$ cat src/hdl/wfp_pkg.sv
`default_nettype none

package wfp_pkg;

	localparam int unsigned BYTE_W = 8;
	localparam int unsigned LEN_W  = 63;
	localparam int unsigned KEY_W  = 32;

	// 7-bit length codes that select an extended length
	localparam logic [6:0] LEN_CODE_16 = 7'd126;
	localparam logic [6:0] LEN_CODE_64 = 7'd127;

	localparam logic [3:0] EXT16_BYTES = 4'd2;
	localparam logic [3:0] EXT64_BYTES = 4'd8;
	localparam logic [2:0] KEY_BYTES   = 3'd4;

endpackage

`default_nettype wire

$ cat src/hdl/websocket_frame_parser_top.sv
// WebSocket frame parser (RFC 6455 framing). One stream byte is taken per beat and
// each accepted byte yields exactly one result beat in the next cycle, held in an output
// register, so the block sustains one byte per clock while the output side keeps up.
// The header is decoded in place: FIN, RSV and opcode from the first byte, then the
// MASK bit and the 7-bit length code, a 16-bit or 64-bit big-endian extended length
// and an optional 4-byte masking key. Payload bytes come out unmasked with
// payload_valid set and the last byte of a frame carries frame_end; an empty frame
// flags frame_end on its last header byte. A 64-bit length with its top bit set
// raises length_error on its last length byte and the parser waits for a new frame.
// The header fields and the decoded length ride along on every result beat.
`default_nettype none

module websocket_frame_parser_top (
	input  wire logic                        clk,
	input  wire logic                        arst_n,
	input  wire logic                        in_valid,
	output logic                             in_stall,
	input  wire logic [wfp_pkg::BYTE_W-1:0]  in_byte,
	output logic                             out_valid,
	input  wire logic                        out_stall,
	output logic                             payload_valid,
	output logic [wfp_pkg::BYTE_W-1:0]       payload_byte,
	output logic                             frame_end,
	output logic                             fin_bit,
	output logic [2:0]                       rsv_bits,
	output logic [3:0]                       frame_opcode,
	output logic                             mask_flag,
	output logic [wfp_pkg::LEN_W-1:0]        frame_payload_length,
	output logic                             length_error
);

	localparam logic [2:0] PH_HDR0    = 3'd0;
	localparam logic [2:0] PH_HDR1    = 3'd1;
	localparam logic [2:0] PH_EXTLEN  = 3'd2;
	localparam logic [2:0] PH_KEY     = 3'd3;
	localparam logic [2:0] PH_PAYLOAD = 3'd4;

	logic [2:0]                   phase_q, phase_d;
	logic [7:0]                   hdr_q, hdr_d;
	logic                         mask_q, mask_d;
	logic [3:0]                   len_left_q, len_left_d;
	logic [wfp_pkg::LEN_W-1:0]    len_q, len_d;
	logic [wfp_pkg::KEY_W-1:0]    key_q, key_d;
	logic [2:0]                   key_left_q, key_left_d;
	logic [wfp_pkg::LEN_W-1:0]    rem_q, rem_d;
	logic [1:0]                   idx_q, idx_d;

	logic                         res_pv, res_fend, res_lerr, len_done;
	logic [7:0]                   res_pb, key_byte;
	logic [6:0]                   code;

	logic                         out_valid_q;
	logic                         pv_q, fend_q, lerr_q;
	logic [7:0]                   pb_q;

	logic in_acc, out_acc;

	assign in_stall = out_valid_q && out_stall;
	assign in_acc   = in_valid && !in_stall;
	assign out_acc  = out_valid_q && !out_stall;
	assign code     = in_byte[6:0];
	assign key_byte = key_q[{~idx_q, 3'b000} +: 8];

	always_comb begin
		phase_d    = phase_q;
		hdr_d      = hdr_q;
		mask_d     = mask_q;
		len_left_d = len_left_q;
		len_d      = len_q;
		key_d      = key_q;
		key_left_d = key_left_q;
		rem_d      = rem_q;
		idx_d      = idx_q;
		res_pv     = 1'b0;
		res_pb     = '0;
		res_fend   = 1'b0;
		res_lerr   = 1'b0;
		len_done   = 1'b0;
		case (phase_q)
			PH_HDR1: begin
				mask_d = in_byte[7];
				key_d  = '0;
				if (code == wfp_pkg::LEN_CODE_16) begin
					len_left_d = wfp_pkg::EXT16_BYTES;
					len_d      = '0;
					phase_d    = PH_EXTLEN;
				end else if (code == wfp_pkg::LEN_CODE_64) begin
					len_left_d = wfp_pkg::EXT64_BYTES;
					len_d      = '0;
					phase_d    = PH_EXTLEN;
				end else begin
					len_d    = {{(wfp_pkg::LEN_W-7){1'b0}}, code};
					len_done = 1'b1;
				end
			end
			PH_EXTLEN: begin
				// bit 55 of the accumulator is bit 63 of the 64-bit length and is shifted out here
				len_d      = {len_q[wfp_pkg::LEN_W-9:0], in_byte};
				len_left_d = len_left_q - 4'd1;
				if (len_left_q == 4'd1) begin
					if (len_q[wfp_pkg::LEN_W-8]) begin
						res_lerr = 1'b1;
						phase_d  = PH_HDR0;
					end else begin
						len_done = 1'b1;
					end
				end
			end
			PH_KEY: begin
				key_d      = {key_q[wfp_pkg::KEY_W-9:0], in_byte};
				key_left_d = key_left_q - 3'd1;
				if (key_left_q == 3'd1) begin
					idx_d = '0;
					if (len_q == '0) begin
						res_fend = 1'b1;
						phase_d  = PH_HDR0;
					end else begin
						rem_d   = len_q;
						phase_d = PH_PAYLOAD;
					end
				end
			end
			PH_PAYLOAD: begin
				res_pv = 1'b1;
				res_pb = mask_q ? (in_byte ^ key_byte) : in_byte;
				idx_d  = idx_q + 2'd1;
				rem_d  = rem_q - {{(wfp_pkg::LEN_W-1){1'b0}}, 1'b1};
				if (rem_q == {{(wfp_pkg::LEN_W-1){1'b0}}, 1'b1}) begin
					res_fend = 1'b1;
					phase_d  = PH_HDR0;
				end
			end
			default: begin
				hdr_d      = in_byte;
				mask_d     = 1'b0;
				len_d      = '0;
				len_left_d = '0;
				key_left_d = '0;
				key_d      = '0;
				idx_d      = '0;
				phase_d    = PH_HDR1;
			end
		endcase
		if (len_done) begin
			idx_d = '0;
			if (mask_d) begin
				key_left_d = wfp_pkg::KEY_BYTES;
				phase_d    = PH_KEY;
			end else if (len_d == '0) begin
				res_fend = 1'b1;
				phase_d  = PH_HDR0;
			end else begin
				rem_d   = len_d;
				phase_d = PH_PAYLOAD;
			end
		end
	end

	always_ff @(posedge clk or negedge arst_n) begin
		if (!arst_n) begin
			phase_q    <= PH_HDR0;
			hdr_q      <= '0;
			mask_q     <= 1'b0;
			len_left_q <= '0;
			len_q      <= '0;
			key_q      <= '0;
			key_left_q <= '0;
			rem_q      <= '0;
			idx_q      <= '0;
		end else if (in_acc) begin
			phase_q    <= phase_d;
			hdr_q      <= hdr_d;
			mask_q     <= mask_d;
			len_left_q <= len_left_d;
			len_q      <= len_d;
			key_q      <= key_d;
			key_left_q <= key_left_d;
			rem_q      <= rem_d;
			idx_q      <= idx_d;
		end
	end

	always_ff @(posedge clk or negedge arst_n) begin
		if (!arst_n) begin
			out_valid_q <= 1'b0;
		end else if (in_acc) begin
			out_valid_q <= 1'b1;
		end else if (out_acc) begin
			out_valid_q <= 1'b0;
		end
	end

	// header fields are read back from the state registers, so only the beat flags and the payload byte live here
	always_ff @(posedge clk) begin
		if (in_acc) begin
			pv_q   <= res_pv;
			pb_q   <= res_pb;
			fend_q <= res_fend;
			lerr_q <= res_lerr;
		end
	end

	assign out_valid            = out_valid_q;
	assign payload_valid        = pv_q;
	assign payload_byte         = pb_q;
	assign frame_end            = fend_q;
	assign fin_bit              = hdr_q[7];
	assign rsv_bits             = hdr_q[6:4];
	assign frame_opcode         = hdr_q[3:0];
	assign mask_flag            = mask_q;
	assign frame_payload_length = len_q;
	assign length_error         = lerr_q;

	a_lerr_alone: assert property (@(posedge clk) disable iff (!arst_n)
		(out_valid_q && lerr_q) |-> (!pv_q && !fend_q))
		else $error("length error beat carries payload or frame end");

	a_rem_nonzero: assert property (@(posedge clk) disable iff (!arst_n)
		(phase_q == PH_PAYLOAD) |-> (rem_q != '0))
		else $error("payload phase with nothing left to count");

	a_ext_count: assert property (@(posedge clk) disable iff (!arst_n)
		(phase_q == PH_EXTLEN) |-> (len_left_q != '0))
		else $error("extended length phase with no bytes left");

	a_key_count: assert property (@(posedge clk) disable iff (!arst_n)
		(phase_q == PH_KEY) |-> (key_left_q != '0))
		else $error("key phase with no bytes left");

	a_payload_beat: assert property (@(posedge clk) disable iff (!arst_n)
		(in_acc && phase_q == PH_PAYLOAD) |=> (out_valid_q && pv_q))
		else $error("payload byte accepted without a payload beat");

endmodule

`default_nettype wire
$ cat config.mk
export PLATFORM = sky130hd
export DESIGN_NAME = websocket_frame_parser_top
export DESIGN_NICKNAME = d
export VERILOG_FILES = /design/src/hdl/wfp_pkg.sv /design/src/hdl/websocket_frame_parser_top.sv
export SDC_FILE = /design/constraint.sdc
export NUM_CORES = 1
export LEC_CHECK = 0
export BUFFER_PORTS_ARGS = -buffer_cell sky130_fd_sc_hd__buf_2
export CAP_MARGIN = 20
export CORE_MARGIN = 3
export CORE_UTILIZATION = 33
export CTS_BUF_LIST = sky130_fd_sc_hd__clkbuf_4 sky130_fd_sc_hd__clkbuf_8
export DETAILED_ROUTE_END_ITERATION = 10
export GPL_TIMING_DRIVEN = 0
export SETUP_SLACK_MARGIN = 0.5
export SYNTH_ARGS = -nofsm -noshare
export SYNTH_HDL_FRONTEND = slang
export SYNTH_SLANG_ARGS = --single-unit
$ cat constraint.sdc
create_clock -name clk -period 4.1 [get_ports clk]
set_clock_uncertainty 0.2 [all_clocks]
set_input_delay 0.82 -clock clk [delete_from_list [all_inputs] [get_ports clk]]
set_output_delay 0.82 -clock clk [all_outputs]
set_load 0.01 [all_outputs]
==> out/qor.yml <==
detailed_routing:
  drc: 0
  vias: 11400
  wl_per_cell_um: 27.4
  ant_nets: 0
  drtPass1Iterations: 8
  via_per_inst: 6.48
  drtIter0Drc: 1749
  routed_wl_um: 48400
pwr:
  swShare_pct: 32.4
  pwr-share-clk_pct: 32.1
  powerDensity_mw_per_mm2: 319
  power.leakage_uw: 0.00528
  comb_power_share_pct: 15.1
  internal-power_uw: 2760
  worst_ir_drop_vdd_mv: 0.222
  pwr-share-seq_pct: 52.8
  p_sw_uw: 1320
cells_and_area:
  antenna_cells: 0
  area_delta_synth_final_pct: 15.4
  register_area_mm2: 0.00485
  fin_cells: 1765
  multiInputGateArea_mm2: 0.00590
  fillers: 3363
  nets: 1328
  utilization_pct: 39.0
  drive_gt1_share_pct: 18.1
timing:
  slew_headroom_pct: 26.0
  finalCriticalPeriod_ns: 3.57
  tns_ns: 0
  final_max_slew_viol_count: 0
  finalHoldViolations: 0
  fin_crit_sh_pct: 87.0
  grt_setup_unrepaired: "yes"
  fmax_ghz: 0.280
  setup_violations: 0
  worst_slew_pin_slew_ns: 1.11
clock_tree:
  path_clk_slew_ns: 0.12
  cts_inserted_buffers: 17
  clock-sinks: 191
  clock_path_buffers: 2
  cts_hold_buf: 0
  clkLatencyLatePin_ns: 0.50
  h-tree-depth: 4
  cts-root-buf: "clkbuf_8"
  cts_tree: "done"
placement:
  hpwl_um: 32600
  io_buffers: 91
  dp.cells: 1730
  gp_congestion: 0.987
synthesis:
  synth-warning-count: 0
  yosys.area.top_type: "dfrtp_1"
  synth_seq_area_share_pct: 43.7
  synth_cells: 1194
  netlist_area_mm2: 0.0111
  netlist_top_cells_area: "dfrtp_1 41%, a22o_1 6.2%, nand2_1 6.0%"
  synth_commonest_cells: "180 x dfrtp_1, 176 x nand2_1, 78 x a22o_1, 75 x nor2_1, 68 x o21ai_0"
  synth.most_common_cell: "dfrtp_1"
  synthArstFlopShare_pct: 94.2
  synth_ff_type: "dfrtp_1"
  synth_edf_count: 11
  yosysUniqueCellTypes: 78
  synth_top_area_share_pct: 40.7
  synth_area_per_cell_um2: 9.27
  synth_seq_cells: 191
  syn_nets: 1212
grt:
  grt_pass1_vias: 10900
  grt_start_max_net_pins: 100
  grt_pass1_wl_um: 71800
  antenna_found_initial: 0
  grtUsageTotal_pct: 26.6
  grt_overflow: 0
floorplan:
  coreArea_mm2: 0.0328
  num_rows: 66
  die-area_mm2: 0.0358
  die_h_um: 189
  die_x_um: 189
  io_pins: 97
  initial_core_util_pct: 33.8
status:
  outcome: "finished, final reports clean"
critical_path:
  critical_path.endpoint_type: "flip-flop"
  startpoint_type: "flip-flop"
  critPathKind: "flip-flop to flip-flop"
  worstPathMaxFanout: 10
  arrival_ns: 3.79
  worstPathRequired_ns: 4.33
run:
  maxCapViolCount: 0
min_path:
  hold_class: "primary input to async pin"
## power by group through the flow
stage	clock network (µW)	logic [µW]	registers [µW]
final	1310	615	2150
after global placement	0	583	2170
after CTS	1330	601	2130
after floorplan	0	407	2130
after global routing	1420	676	2170
after detailed placement	0	598	2170
## area by class of cell
cell class | instances | share of cell area [%]
timing repair buffer | 97 | 4.24
multi-input combinational | 887 | 46.2
sequential | 191 | 38.0
clock buffer | 18 | 1.94
buffer | 98 | 3.64
tap | 442 | 4.33
clock inverter | 14 | 1.16
inverter | 18 | 0.529
## cells by family (layout without fill, tap and decap cells)
| family | count (synthesis) | after routing | synth area share (%) |
|---|---|---|---|
| and+or+nand+nor | 432 | 432 | 19.1 |
| AOI/OAI and AO/OA | 415 | 415 | 28.0 |
| DFF | 191 | 191 | 43.7 |
| buffers and inverters | 116 | 245 | 4.55 |
| muxes | 21 | 21 | 2.90 |
| xor gates and xnor gates | 13 | 13 | 1.03 |
| adders and majority gates | 6 | 6 | 0.678 |
## worst paths after layout
check,slack [ns],to,cells after the start,from
max in group asynchronous,2.65,hdr_q[6],2,arst_n
setup / recovery,0.53,rem_q[18],10,frame_payload_length[14]
setup reg to reg,0.53,rem_q[18],10,frame_payload_length[14]
min in group clk,0.29,key_q[28],2,key_q[28]
hold / removal,0.1,frame_payload_length[37],1,arst_n
hold reg to reg,0.29,key_q[28],2,key_q[28]
## routing by layer
layer / global-route usage [%] / routed length (µm)
met2: 37.5 / 20100
met4: 11.7 / 2330
met5: 0 / 0
met3: 5.46 / 5180
met1: 39.1 / 20900
## worst max-delay path: stages, from the launching register on
cell      delay (ns)
dfrtp_4         0.58
nor4_1          0.30
nand3_1         0.26
o41ai_2         0.44
o211ai_1        0.19
or4_4           0.47
o21ai_2         0.17
buf_4           0.25
buf_2           0.36
o22ai_1         0.15
nor2_1          0.13
## layout by cell type (no fill, tap or decap), types with 25 or more instances in the layout
cell      instances
buf_2           103
nor2_1           72
a22o_1           78
a221oi_1         25
o31ai_1          28
clkbuf_1         53
nand2_1         175
nand3_1          29
dfrtp_1         171
a21oi_1          47
o21ai_0          68
## per-stage QoR
step	total power (µW)	instance area (µm²)	setup slack, ns	hold slack, ns
6_report	4080	12800	0.533	0.0965
5_1_grt	4260	12800	0.465	0.139
4_1_cts	4070	12600	0.501	0.134
3_5_place_dp	2760	12100	0.0243	0.270
3_3_place_gp	2750	12100	-1.18	0.257
2_1_floorplan	2540	11100	0.673	0.245
## timing repair
action	4_1_cts	5_1_grt
hold endpoints to repair	0	0
gates resized for setup	18	51
setup buffers	0	3
pin swaps	0	3
gates cloned	0	0
endpoints found under the setup margin	84	85
## state kept, by name, summed over array words and instances, names as in the netlist
| name | count |
|---|---|
| key_q | 32 |
| payload_byte | 8 |
| idx_q | 2 |
| frame_end | 1 |
| len_left_q | 4 |
| length_error | 1 |
| key_left_q | 3 |
| hdr_q | 8 |
| payload_valid | 1 |
| rem_q | 63 |
| phase_q | 3 |
| out_valid | 1 |
| mask_flag | 1 |
| frame_payload_length | 63 |
(Power assumes the default switching activity.)
